File: src/design/ktt_pkg.sv
// Package with the types and constants shared by the keyed target table.
package ktt_pkg;

  localparam int unsigned KeyW   = 24;
  localparam int unsigned TimeW  = 48;
  localparam int unsigned CountW = 16;
  localparam int unsigned MsW    = 22;
  localparam int unsigned AltW   = 18;
  localparam int unsigned StatW  = 3;
  localparam int unsigned CntOutW = 9;
  localparam int unsigned SlotOutW = 8;

  localparam logic signed [32:0] LatLimit = 33'sd754974720;
  localparam logic signed [32:0] LonLimit = 33'sd1509949440;
  localparam logic [9:0] UsPerMs = 10'd1000;
  localparam logic [CountW-1:0] CountMax = 16'hFFFF;

  localparam logic [2:0] RegExpiry  = 3'd0;
  localparam logic [2:0] RegPosStale = 3'd1;
  localparam logic [2:0] RegSanity  = 3'd2;
  localparam logic [2:0] RegAltEn   = 3'd3;
  localparam logic [2:0] RegAltCeil = 3'd4;

  typedef enum logic [StatW-1:0] {
    StNew     = 3'd0,
    StUpdated = 3'd1,
    StFix     = 3'd2,
    StEvicted = 3'd3,
    StSanity  = 3'd4,
    StAlt     = 3'd5,
    StAged    = 3'd6
  } status_e;

  typedef enum logic [2:0] {
    FsmIdle,
    FsmScan,
    FsmDrain,
    FsmCommit,
    FsmOut
  } fsm_e;

  // Token that travels along the row of cells during one scan.
  typedef struct packed {
    logic             func;
    logic [KeyW-1:0]  key;
    logic [TimeW-1:0] now;
    logic [TimeW-1:0] exp_us;
    logic [TimeW-1:0] pos_us;
  } scan_cmd_t;

  // Result token accumulated as it passes each cell.
  typedef struct packed {
    logic             found;
    logic [11:0]      found_idx;
    logic             have_free;
    logic [11:0]      free_idx;
    logic [TimeW-1:0] oldest_time;
    logic [11:0]      oldest_idx;
    logic [12:0]      expired;
  } scan_res_t;

  // Write command from the controller to one cell.
  typedef struct packed {
    logic             fresh;
    logic [KeyW-1:0]  key;
    logic [TimeW-1:0] now;
    logic             has_pos;
  } cell_wr_t;

endpackage

File: src/design/ktt_cell.sv
// One table slot that merges its state into the scan token passing by.
module ktt_cell #(
  parameter int unsigned IdxW = 8
) (
  input  logic                  clk_i,
  input  logic                  rst_ni,
  input  logic [IdxW-1:0]       my_idx_i,
  input  logic                  scan_i,
  input  ktt_pkg::scan_cmd_t    cmd_i,
  input  ktt_pkg::scan_res_t    res_i,
  output ktt_pkg::scan_cmd_t    cmd_o,
  output ktt_pkg::scan_res_t    res_o,
  output logic                  scan_o,
  input  logic                  wr_i,
  input  ktt_pkg::cell_wr_t     wr_data_i,
  output logic [ktt_pkg::CountW-1:0] count_o,
  output logic                  pos_valid_o
);

  logic                        occ_q, occ_d;
  logic                        pv_q, pv_d;
  logic [ktt_pkg::KeyW-1:0]    key_q, key_d;
  logic [ktt_pkg::TimeW-1:0]   seen_q, seen_d;
  logic [ktt_pkg::TimeW-1:0]   ptime_q, ptime_d;
  logic [ktt_pkg::CountW-1:0]  cnt_q, cnt_d;
  ktt_pkg::scan_cmd_t          cmd_q;
  ktt_pkg::scan_res_t          res_q, res_d;
  logic                        scan_q;
  logic signed [ktt_pkg::TimeW:0] age_seen, age_pos;
  logic                        expire, stale;
  logic [ktt_pkg::CountW-1:0]  base_cnt;

  always_comb begin
    age_seen = $signed({1'b0, cmd_i.now}) - $signed({1'b0, seen_q});
    age_pos  = $signed({1'b0, cmd_i.now}) - $signed({1'b0, ptime_q});
    expire = occ_q && !age_seen[ktt_pkg::TimeW] &&
             (age_seen[ktt_pkg::TimeW-1:0] >= cmd_i.exp_us);
    stale  = pv_q && !age_pos[ktt_pkg::TimeW] &&
             (age_pos[ktt_pkg::TimeW-1:0] >= cmd_i.pos_us);
    res_d = res_i;
    occ_d = occ_q; pv_d = pv_q; key_d = key_q; seen_d = seen_q;
    ptime_d = ptime_q; cnt_d = cnt_q;
    if (scan_i) begin
      if (cmd_i.func) begin
        if (expire) begin
          occ_d = 1'b0;
          res_d.expired = res_i.expired + 13'd1;
        end else if (occ_q && stale) begin
          pv_d = 1'b0;
        end
      end else begin
        if (occ_q && key_q == cmd_i.key && !res_i.found) begin
          res_d.found = 1'b1;
          res_d.found_idx = 12'(my_idx_i);
        end
        if (!occ_q && !res_i.have_free) begin
          res_d.have_free = 1'b1;
          res_d.free_idx = 12'(my_idx_i);
        end
        if (my_idx_i == '0 || seen_q < res_i.oldest_time) begin
          res_d.oldest_time = seen_q;
          res_d.oldest_idx = 12'(my_idx_i);
        end
      end
    end
    if (wr_i) begin
      base_cnt = wr_data_i.fresh ? '0 : cnt_q;
      occ_d = 1'b1;
      key_d = wr_data_i.key;
      seen_d = wr_data_i.now;
      cnt_d = (base_cnt == ktt_pkg::CountMax) ? base_cnt : base_cnt + 16'd1;
      if (wr_data_i.fresh) pv_d = 1'b0;
      if (wr_data_i.has_pos) begin
        pv_d = 1'b1;
        ptime_d = wr_data_i.now;
      end
    end else begin
      base_cnt = cnt_q;
    end
  end

  always_ff @(posedge clk_i or negedge rst_ni) begin
    if (!rst_ni) begin
      occ_q  <= 1'b0;
      pv_q   <= 1'b0;
      scan_q <= 1'b0;
    end else begin
      occ_q  <= occ_d;
      pv_q   <= pv_d;
      scan_q <= scan_i;
    end
  end

  always_ff @(posedge clk_i) begin
    key_q   <= key_d;
    seen_q  <= seen_d;
    ptime_q <= ptime_d;
    cnt_q   <= cnt_d;
    cmd_q   <= cmd_i;
    res_q   <= res_d;
  end

  assign cmd_o = cmd_q;
  assign res_o = res_q;
  assign scan_o = scan_q;
  assign count_o = cnt_q;
  assign pos_valid_o = pv_q;

endmodule

File: config.mk
export PLATFORM = sky130hd
export DESIGN_NAME = ktt_cell
export DESIGN_NICKNAME = d
export VERILOG_FILES = /design/src/design/ktt_pkg.sv /design/src/design/ktt_cell.sv
export SDC_FILE = /design/constraint.sdc
export NUM_CORES = 1
export LEC_CHECK = 0
export BUFFER_PORTS_ARGS = -buffer_cell sky130_fd_sc_hd__buf_2
export CELL_PAD_IN_SITES_DETAIL_PLACEMENT = 1
export CELL_PAD_IN_SITES_GLOBAL_PLACEMENT = 1
export CORE_AREA = 2 2 252 254
export CTS_BUF_LIST = sky130_fd_sc_hd__clkbuf_8
export DETAILED_ROUTE_END_ITERATION = 8
export DIE_AREA = 0 0 254 256
export GPL_TIMING_DRIVEN = 0
export PLACE_DENSITY_LB_ADDON = 0.1
export RECOVER_POWER = 50
export SYNTH_ARGS = -nofsm -noshare
export SYNTH_HDL_FRONTEND = slang
export SYNTH_SLANG_ARGS = --single-unit
File: constraint.sdc
create_clock -name clk_i -period 5.3 [get_ports clk_i]
set_input_delay 0.53 -clock clk_i [delete_from_list [all_inputs] [get_ports clk_i]]
set_output_delay 0.53 -clock clk_i [all_outputs]
set_load 0.01 [all_outputs]
# == Yosys cells after proc, flatten, opt, wreduce, memory -nomap -nowiden ==
# Cells that the tools add are included.
# totals
ram_bits,0
latchBits,0
word_cells,68
in_bits,354
memories,0
regBits,407
mem_bits_ro,0
out_inout_bits,286
# op_classes
mux,20
reduce_logical,20
n_div,0
n_addsub,4
n_mul,0
n_eq_ne,2
shift,0
bitwise_logic,0
order_cmp,3
# ops
op,n
$mux 99,1
$sub 48x48->49,2
$ge 48x48->1,2
$mux 86,1
$mux 60,1
$mux 13,4
$lt 48x48->1,1
$mux 16,2
$eq 24x24->1,1
$add 16x1->16 const B,1
$eq 16x16->1 const B,1
$add 13x1->13 const B,1
$mux 1,11
$logic_and 1x1->1,8
$logic_not 8->1,1
$reduce_bool 2->1,3
$logic_not 1->1,5
$reduce_and 3->1,1
$reduce_and 2->1,1
$logic_or 1x1->1,1

# == Depth between registers and ports, before layout ==
# Gate-level depths: netlist (run 1).
# logic_depth
ltp_word,12
mapped_depth,26
ltp_nobuf,25

# == Worst setup path after synthesis (run 1) ==
# No wires, ideal clock.
# synth_path
path_type,input to register
start,input port cmd_i[96] (netlist bit)
end,register res_q (netlist bit res_o[11])
t_required_ns,5.182
setup_ns,0.118
path_buffers,1
path_stages,22
arrival_ns,4.740
setup_slack_ns,0.442
cell_sequence,inv_1 ha_1 inv_1 fa_1 a21o_1 a21oi_1 o21bai_1 a21o_1 a21oi_2 o21bai_1 a31oi_1 o21ai_1 or4_1 and3_1 ha_1 nand4_1 nor4_1 o21ai_0 a22oi_1 clkbuf_1 nand4_1 xnor2_1
# synth_rtl
item,line_no,rtl
"start, declared",ktt_cell.sv:9,"input ktt_pkg::scan_cmd_t cmd_i,"
"end signal, assigned",ktt_cell.sv:100,res_q <= res_d;
"end, declared",ktt_cell.sv:27,"ktt_pkg::scan_res_t res_q, res_d;"

# == Final worst setup path (run 1) ==
# layout_path
start,input port cmd_i[101] (netlist bit)
end,register pv_q (netlist: pos_valid_o)
# layout_between
elab_chain_cells,12
word_cells_on_any_way,18
classes_between,2 x add/sub; 2 x order compare; 7 x mux; 7 x reduce/logical
# layout_rtl
item,line_no,rtl
branches (longest 6 deep; another with $sub 48x48->49),n/a,
$mux 1 (*),ktt_cell.sv:45,if (expire) begin
$mux 1 (*),ktt_cell.sv:44,if (cmd_i.func) begin
$mux 1 (*),ktt_cell.sv:43,if (scan_i) begin
$mux 1,ktt_cell.sv:72,if (wr_data_i.fresh) pv_d = 1'b0;
$mux 1,ktt_cell.sv:73,if (wr_data_i.has_pos) begin
$mux 1 (*),ktt_cell.sv:66,if (wr_i) begin
named net pv_d,ktt_cell.sv:21,"logic pv_q, pv_d;"
"end signal, assigned",ktt_cell.sv:89,pv_q <= pv_d;
"end, declared",ktt_cell.sv:21,
# Mark *: on every way through the listed nets, which the timed path passes.
# A chain may end at the register's enable or synchronous reset.

==> run summary, run 1 <==
Synth Area in Simple Gates = 0.0990
Vert. Die Dim = 256 um
Detailed Place HPWL = 60.7 mm
CTS tree = yes
Final Skew = 32.0 ps
Num CTS Buffers = 75
Share of layout cells above drive strength 1 = 0.219
Area of the multi-input gates = 10100 um^2
Total Nets Final = 3443
Area share of the largest cell type after synthesis = 0.263
Peak supply drop = 0.000243 V
Leakage power = 13.3 nW
Antenna-violating nets left = 0
Final instance area = 28000 um^2
Layout filler cell count = 7289
Die area = 65000 um^2
HP Class = input pin to register
Area post-placement = 24700 um^2
CTS root buf = clkbuf_8
GRT Total Usage = 0.229
First-pass GRT wire length = 114 mm
Drt initial violations = 669
Xor/xnor cell area share of the yosys netlist = 0.0554
Synth Area in Compound Gates = 0.135
Worst setup margin = 229 ps
CP max stage cell = or4b_4
Vias = 17900
DP Worst Slack = -1350 ps
Crit-path max cell delay = 560 ps
DRT Pass-1 Iters = 5
Clock transition at path regs = 60 ps
Cells after synthesis = 1968
Status = complete, but fails checks
Congestion Overflow GR = 0
Core area = 62400 um^2
WL final = 75.9 mm
Worst path cell trace = dlygate4sd3_1, clkbuf_1, ha_2, a21oi_2, o21ai_2, a21o_1, a21o_1, a41o_4, or4b_4, a41o_1, a221o_1, a21oi_2, xnor2_2, ha_1, a21o_1, a21o_1, a21oi_1, o21ai_0, a21oi_1, a22oi_2, buf_6, buf_4, a211oi_2, o221ai_1
Most common cell after layout, fill and taps aside = buf_2
Die W = 254 um
Syn avg cell area = 10.4 um^2
FF/Latch Area = 9520 um^2
Port Buffers = 639
Metal3 WL = 4.14 mm
Worst slew pin tran = 2520 ps
Reg2Reg Setup Slack = 290 ps
Adder-Cell Fraction of Synth Area = 0.150
Pwr Density = 326 nW/um^2
Top cells by area, synth = dfxtp_1, edfxtp_1, ha_1
Register area share after synthesis = 0.467
Most used DFF post-synth = dfxtp_1
Ports = 640
Placed Cells = 3455
Crit path top cell by count = a21o_1
H-tree depth = 3
Vias in the first global route = 19600
Area leader, netlist = dfxtp_1
Synth async-reset ratio = 0.00737
Tcrit/Tclk final = 0.957
Final min period = 5070 ps
Post-synthesis register bit count = 407
Synth warnings = 0
WP data arrival = 5580 ps
Yosys cell types = 66
Final setup viols = 0
WS Path Type = input pin to register
Setup crit end kind = register
Final Wtd Congestion = 0.907
Initial antenna violation count = 8
Post-synth EDFFs = 136
Setup TNS Final = 0 ps
Wire per inst = 20.2 um
Main combinational cell family by area after synthesis = adder cells
Worst setup SP type = input pin
Worst Path Required = 5810 ps
Crit path max fanout = 4
Failing checks = max-capacitance violations, max-slew violations
Clk buf depth = 3
Most frequent cells in the layout = buf_2, inv_1, dfxtp_1
Initial Util = 0.327
Skew-Pair Late Insertion Delay = 660 ps
DR DRC count = 0
Standard-cell rows = 92
Sink Count = 407
Maximum number of pins on one net before global-route repair = 54
Post-synth net total = 2565
Final cell count without fillers = 3761
Fmax = 197 MHz
Slew Limit Fails = 39
Top Metal Used = met5
Slew headroom = -0.677
Wl on met1 = 32.4 mm
Mapped Area = 20400 um^2
Multiplexer share of the synthesized area = 0.0380
WL met2 = 37.6 mm
Via-to-Cell Ratio = 4.77
Max Cap Violations = 1
Fin util = 0.449
Fin. Hold Viols = 0
Area growth from synthesis to layout = 37.4%
[logic make-up after synthesis]
family	after synthesis
XOR/XNOR	129
AND/OR/NAND/NOR	388
AO/OA/AOI/OAI	426
adder cells (fa/ha/maj)	243
flip-flops	407
multiplexers	75
buffers and inverters	300
[through the flow]
stage | hold slack [ps] | power [mW]
floorplan | 234 | 4.89
global placement | 328 | 5.65
global route | 21.7 | 9.66
detailed placement | 330 | 5.72
finish | 70.9 | 9.14
CTS | 0.160 | 9.22
[timing repair]
item                                    CTS  global route
hold endpoints to repair                153             0
buffers inserted                          3            10
hold buffers                            150             0
endpoints found under the setup margin   15            15
cloned                                    0             0
resized for setup                        25            52
pin swaps                                 3            15
[path summary, 6_finish.rpt]
path                                     start               endpoint  cells after the start
setup / recovery                    cmd_i[101]  pos_valid_o$_DFF_PN0_                     24
hold / removal                   wr_data_i[69]    key_q[20]$_DFFE_PP_                      1
setup reg to reg           seen_q[6]$_DFFE_PP_  pos_valid_o$_DFF_PN0_                     23
hold reg to reg            seen_q[0]$_DFFE_PP_      res_o[25]$_DFF_P_                      1
max in group asynchronous               rst_ni  pos_valid_o$_DFF_PN0_                      2
min in group asynchronous               rst_ni       scan_o$_DFF_PN0_                      2
[per-layer routing]
layer | up-vias | track usage
met3 | 99 | 0.0479
met5 | - | 0
met2 | 470 | 0.396
met1 | 8637 | 0.281
met4 | 2 | 0.0809
li1 | 8714 | -
[where the power goes]
| part | total, mW | switching [mW] | internal, mW |
|---|---|---|---|
| clock network | 3.32 | 1.44 | 1.88 |
| logic | 2.28 | 1.30 | 0.985 |
| registers | 3.53 | 0.0792 | 3.46 |
[cell usage after synthesis (38+ instances only)]
library cell / instances
xor2_1: 43
nand2_1: 95
xnor2_1: 86
nor2_1: 61
nand4_1: 55
a21o_1: 105
dfxtp_1: 268
inv_1: 272
edfxtp_1: 136
mux2i_1: 56
o21ai_0: 70
nor2b_1: 38
ha_1: 241
a21oi_1: 131
[cell type report]
| cell class | instances | area share |
|---|---|---|
| multi-input cells | 1261 | 0.359 |
| flip-flops and latches | 407 | 0.340 |
| repair buffers | 804 | 0.163 |
| clock buffers | 88 | 0.0432 |
| well taps | 846 | 0.0378 |
| inverters | 272 | 0.0364 |
| clock inverters | 51 | 0.0157 |
| plain buffers | 25 | 0.00420 |
| diodes | 7 | 0.000625 |
[registers in the layout, indices dropped and copies added, names as in the netlist]
| signal | flops |
|---|---|
| cmd_o | 169 |
| count_o | 16 |
| occ_q | 1 |
| scan_o | 1 |
| key_q | 24 |
| res_o | 99 |
| seen_q | 48 |
| pos_valid_o | 1 |
| ptime_q | 48 |
[critical path: cells and delay by family]
| family | cells | cell delay, ps |
|---|---|---|
| AND/OR/NAND/NOR | 1 | 560 |
| XOR/XNOR | 1 | 80 |
| AO/OA/AOI/OAI | 16 | 2870 |
| adder cells (fa/ha/maj) | 2 | 560 |
| buffers and inverters | 4 | 970 |
Power figures use the tool's default switching activity.
==> run 2: changes to the inputs <==
--- a/config.mk
+++ b/config.mk
@@ -9,7 +9,7 @@
 export CELL_PAD_IN_SITES_DETAIL_PLACEMENT = 1
 export CELL_PAD_IN_SITES_GLOBAL_PLACEMENT = 1
 export CORE_AREA = 2 2 252 254
-export CTS_BUF_LIST = sky130_fd_sc_hd__clkbuf_8
+export CTS_BUF_LIST = sky130_fd_sc_hd__clkbuf_16
 export DETAILED_ROUTE_END_ITERATION = 8
 export DIE_AREA = 0 0 254 256
 export GPL_TIMING_DRIVEN = 0
==> run summary, run 2 (same netlist as run 1, synthesis figures left out) <==
GRT Total Usage = 0.220
Final Skew = 22.5 ps
Tcrit/Tclk final = 0.964
Worst path cell trace = inv_2, ha_4, a21oi_2, o21ai_2, a21o_1, a21o_1, a41o_4, or4b_4, a41o_1, a221o_1, a21oi_2, xnor2_2, ha_1, a21o_1, a21o_1, a21oi_1, o21ai_1, a21oi_2, a22oi_2, buf_4, buf_4, buf_4, a211oi_2, o221ai_1
Port Buffers = 639
Setup TNS Final = 0 ps
Pwr Density = 340 nW/um^2
WP data arrival = 5560 ps
Crit-path max cell delay = 560 ps
Setup crit end kind = register
Skew-Pair Late Insertion Delay = 590 ps
First-pass GRT wire length = 109 mm
Crit path max fanout = 4
Initial antenna violation count = 8
Vias = 17100
Clk buf depth = 3
Slew headroom = -0.643
Maximum number of pins on one net before global-route repair = 54
Failing checks = max-capacitance violations, max-slew violations
Core area = 62400 um^2
Peak supply drop = 0.000238 V
DRT Pass-1 Iters = 5
Vert. Die Dim = 256 um
WL final = 73.0 mm
WS Path Type = register to register
H-tree depth = 2
Num CTS Buffers = 47
DR DRC count = 0
Ports = 640
Via-to-Cell Ratio = 4.81
Initial Util = 0.327
Antenna-violating nets left = 0
Fin util = 0.424
Fmax = 196 MHz
Sink Count = 407
CTS root buf = clkbuf_16
Most frequent cells in the layout = buf_2, inv_1, dfxtp_1
Crit path top cell by count = a21o_1
Die W = 254 um
Worst Path Required = 5750 ps
Die area = 65000 um^2
Share of layout cells above drive strength 1 = 0.226
Buffer and inverter count on the worst path = 4
Wire per inst = 20.5 um
Clock transition at path regs = 60 ps
Congestion Overflow GR = 0
Pwr Total = 8.98 mW
Slew Limit Fails = 39
Status = complete, but fails checks
Drt initial violations = 685
Max Cap Violations = 1
HP Class = input pin to register
Final min period = 5110 ps
Total Nets Final = 3265
Leakage power = 12.6 nW
Standard-cell rows = 92
Largest register FFs = 169
CTS tree = yes
Final setup viols = 0
Worst setup margin = 193 ps
CP max stage cell = or4b_4
Vias in the first global route = 18400
DP Worst Slack = -1350 ps
Most common cell after layout, fill and taps aside = buf_2
Fin. Hold Viols = 0
Hold_ws = 55.8 ps
Final Wtd Congestion = 0.907
Worst path top cell family by delay = compound AO/OA/AOI/OAI gates
Worst slew pin tran = 2460 ps
Worst setup SP type = register
Area growth from synthesis to layout = 29.7%
Detailed Place HPWL = 60.7 mm
-- run 2: changes by cell type in the layout (fill, tap and decap cells not counted), sizes merged --
cell and delta:
dlygate4sd3 -149, bufinv -4, diode -2, buf +11
inv -8, clkbuf -49, clkinv -4, clkinvlp +1
-- run 2: path summary, 6_finish.rpt --
check / slack (ps) / depth (start not counted) / to / startpoint
min in group asynchronous: 290 / 2 / scan_o$_DFF_PN0_ / rst_ni
max in group asynchronous: 4840 / 2 / occ_q$_DFFE_PN0P_ / rst_ni
worst min-delay path: 60 / 1 / cmd_o[52]$_DFF_P_ / cmd_i[52]
worst max register to register: 190 / 24 / pos_valid_o$_DFF_PN0_ / seen_q[8]$_DFFE_PP_
worst max-delay path: 190 / 24 / pos_valid_o$_DFF_PN0_ / seen_q[8]$_DFFE_PP_
worst min register to register: 540 / 1 / res_o[25]$_DFF_P_ / seen_q[0]$_DFFE_PP_
-- run 2: final cells by class --
| class | count | area, um^2 |
|---|---|---|
| Fill cell | 7277 | 35900 |
| Sequential cell | 407 | 9520 |
| Antenna cell | 5 | 12.5 |
| Tap cell | 846 | 1060 |
| Multi-Input combinational cell | 1261 | 10100 |
| Clock inverter | 36 | 270 |
| Buffer | 25 | 118 |
| Clock buffer | 51 | 1280 |
| Inverter | 272 | 1020 |
| Timing Repair Buffer | 654 | 3080 |
-- run 2: stage by stage --
| stage | instance area [um^2] | cells |
|---|---|---|
| floorplan | 20400 | 1968 |
| global placement | 24600 | 3453 |
| detailed placement | 24700 | 3455 |
| CTS | 26400 | 3546 |
| global route | 26400 | 3555 |
| finish | 26400 | 3557 |
-- run 2: what timing repair did --
action,4_1_cts,5_1_grt
pin swaps,3,20
resized for setup,25,61
endpoints found under the hold margin,3,0
hold buffers,1,0
buffers inserted,3,10
setup endpoints to repair,15,15
-- run 2: metal layers --
layer  vias to the layer above  track usage  part of all wire  routed length, um
met5                         -            0           0.00038                 28
met4                         6       0.0652             0.023               1700
met3                        99       0.0443             0.058               4200
met2                       455        0.378              0.49              35700
met1                      8208        0.276              0.43              31300
li1                       8341            -                 -                  -
-- run 2: power by group --
group	internal, mW	total (mW)	switching, mW
clock	1.89	3.26	1.37
sequential	3.45	3.53	0.0782
combinational	0.918	2.19	1.28
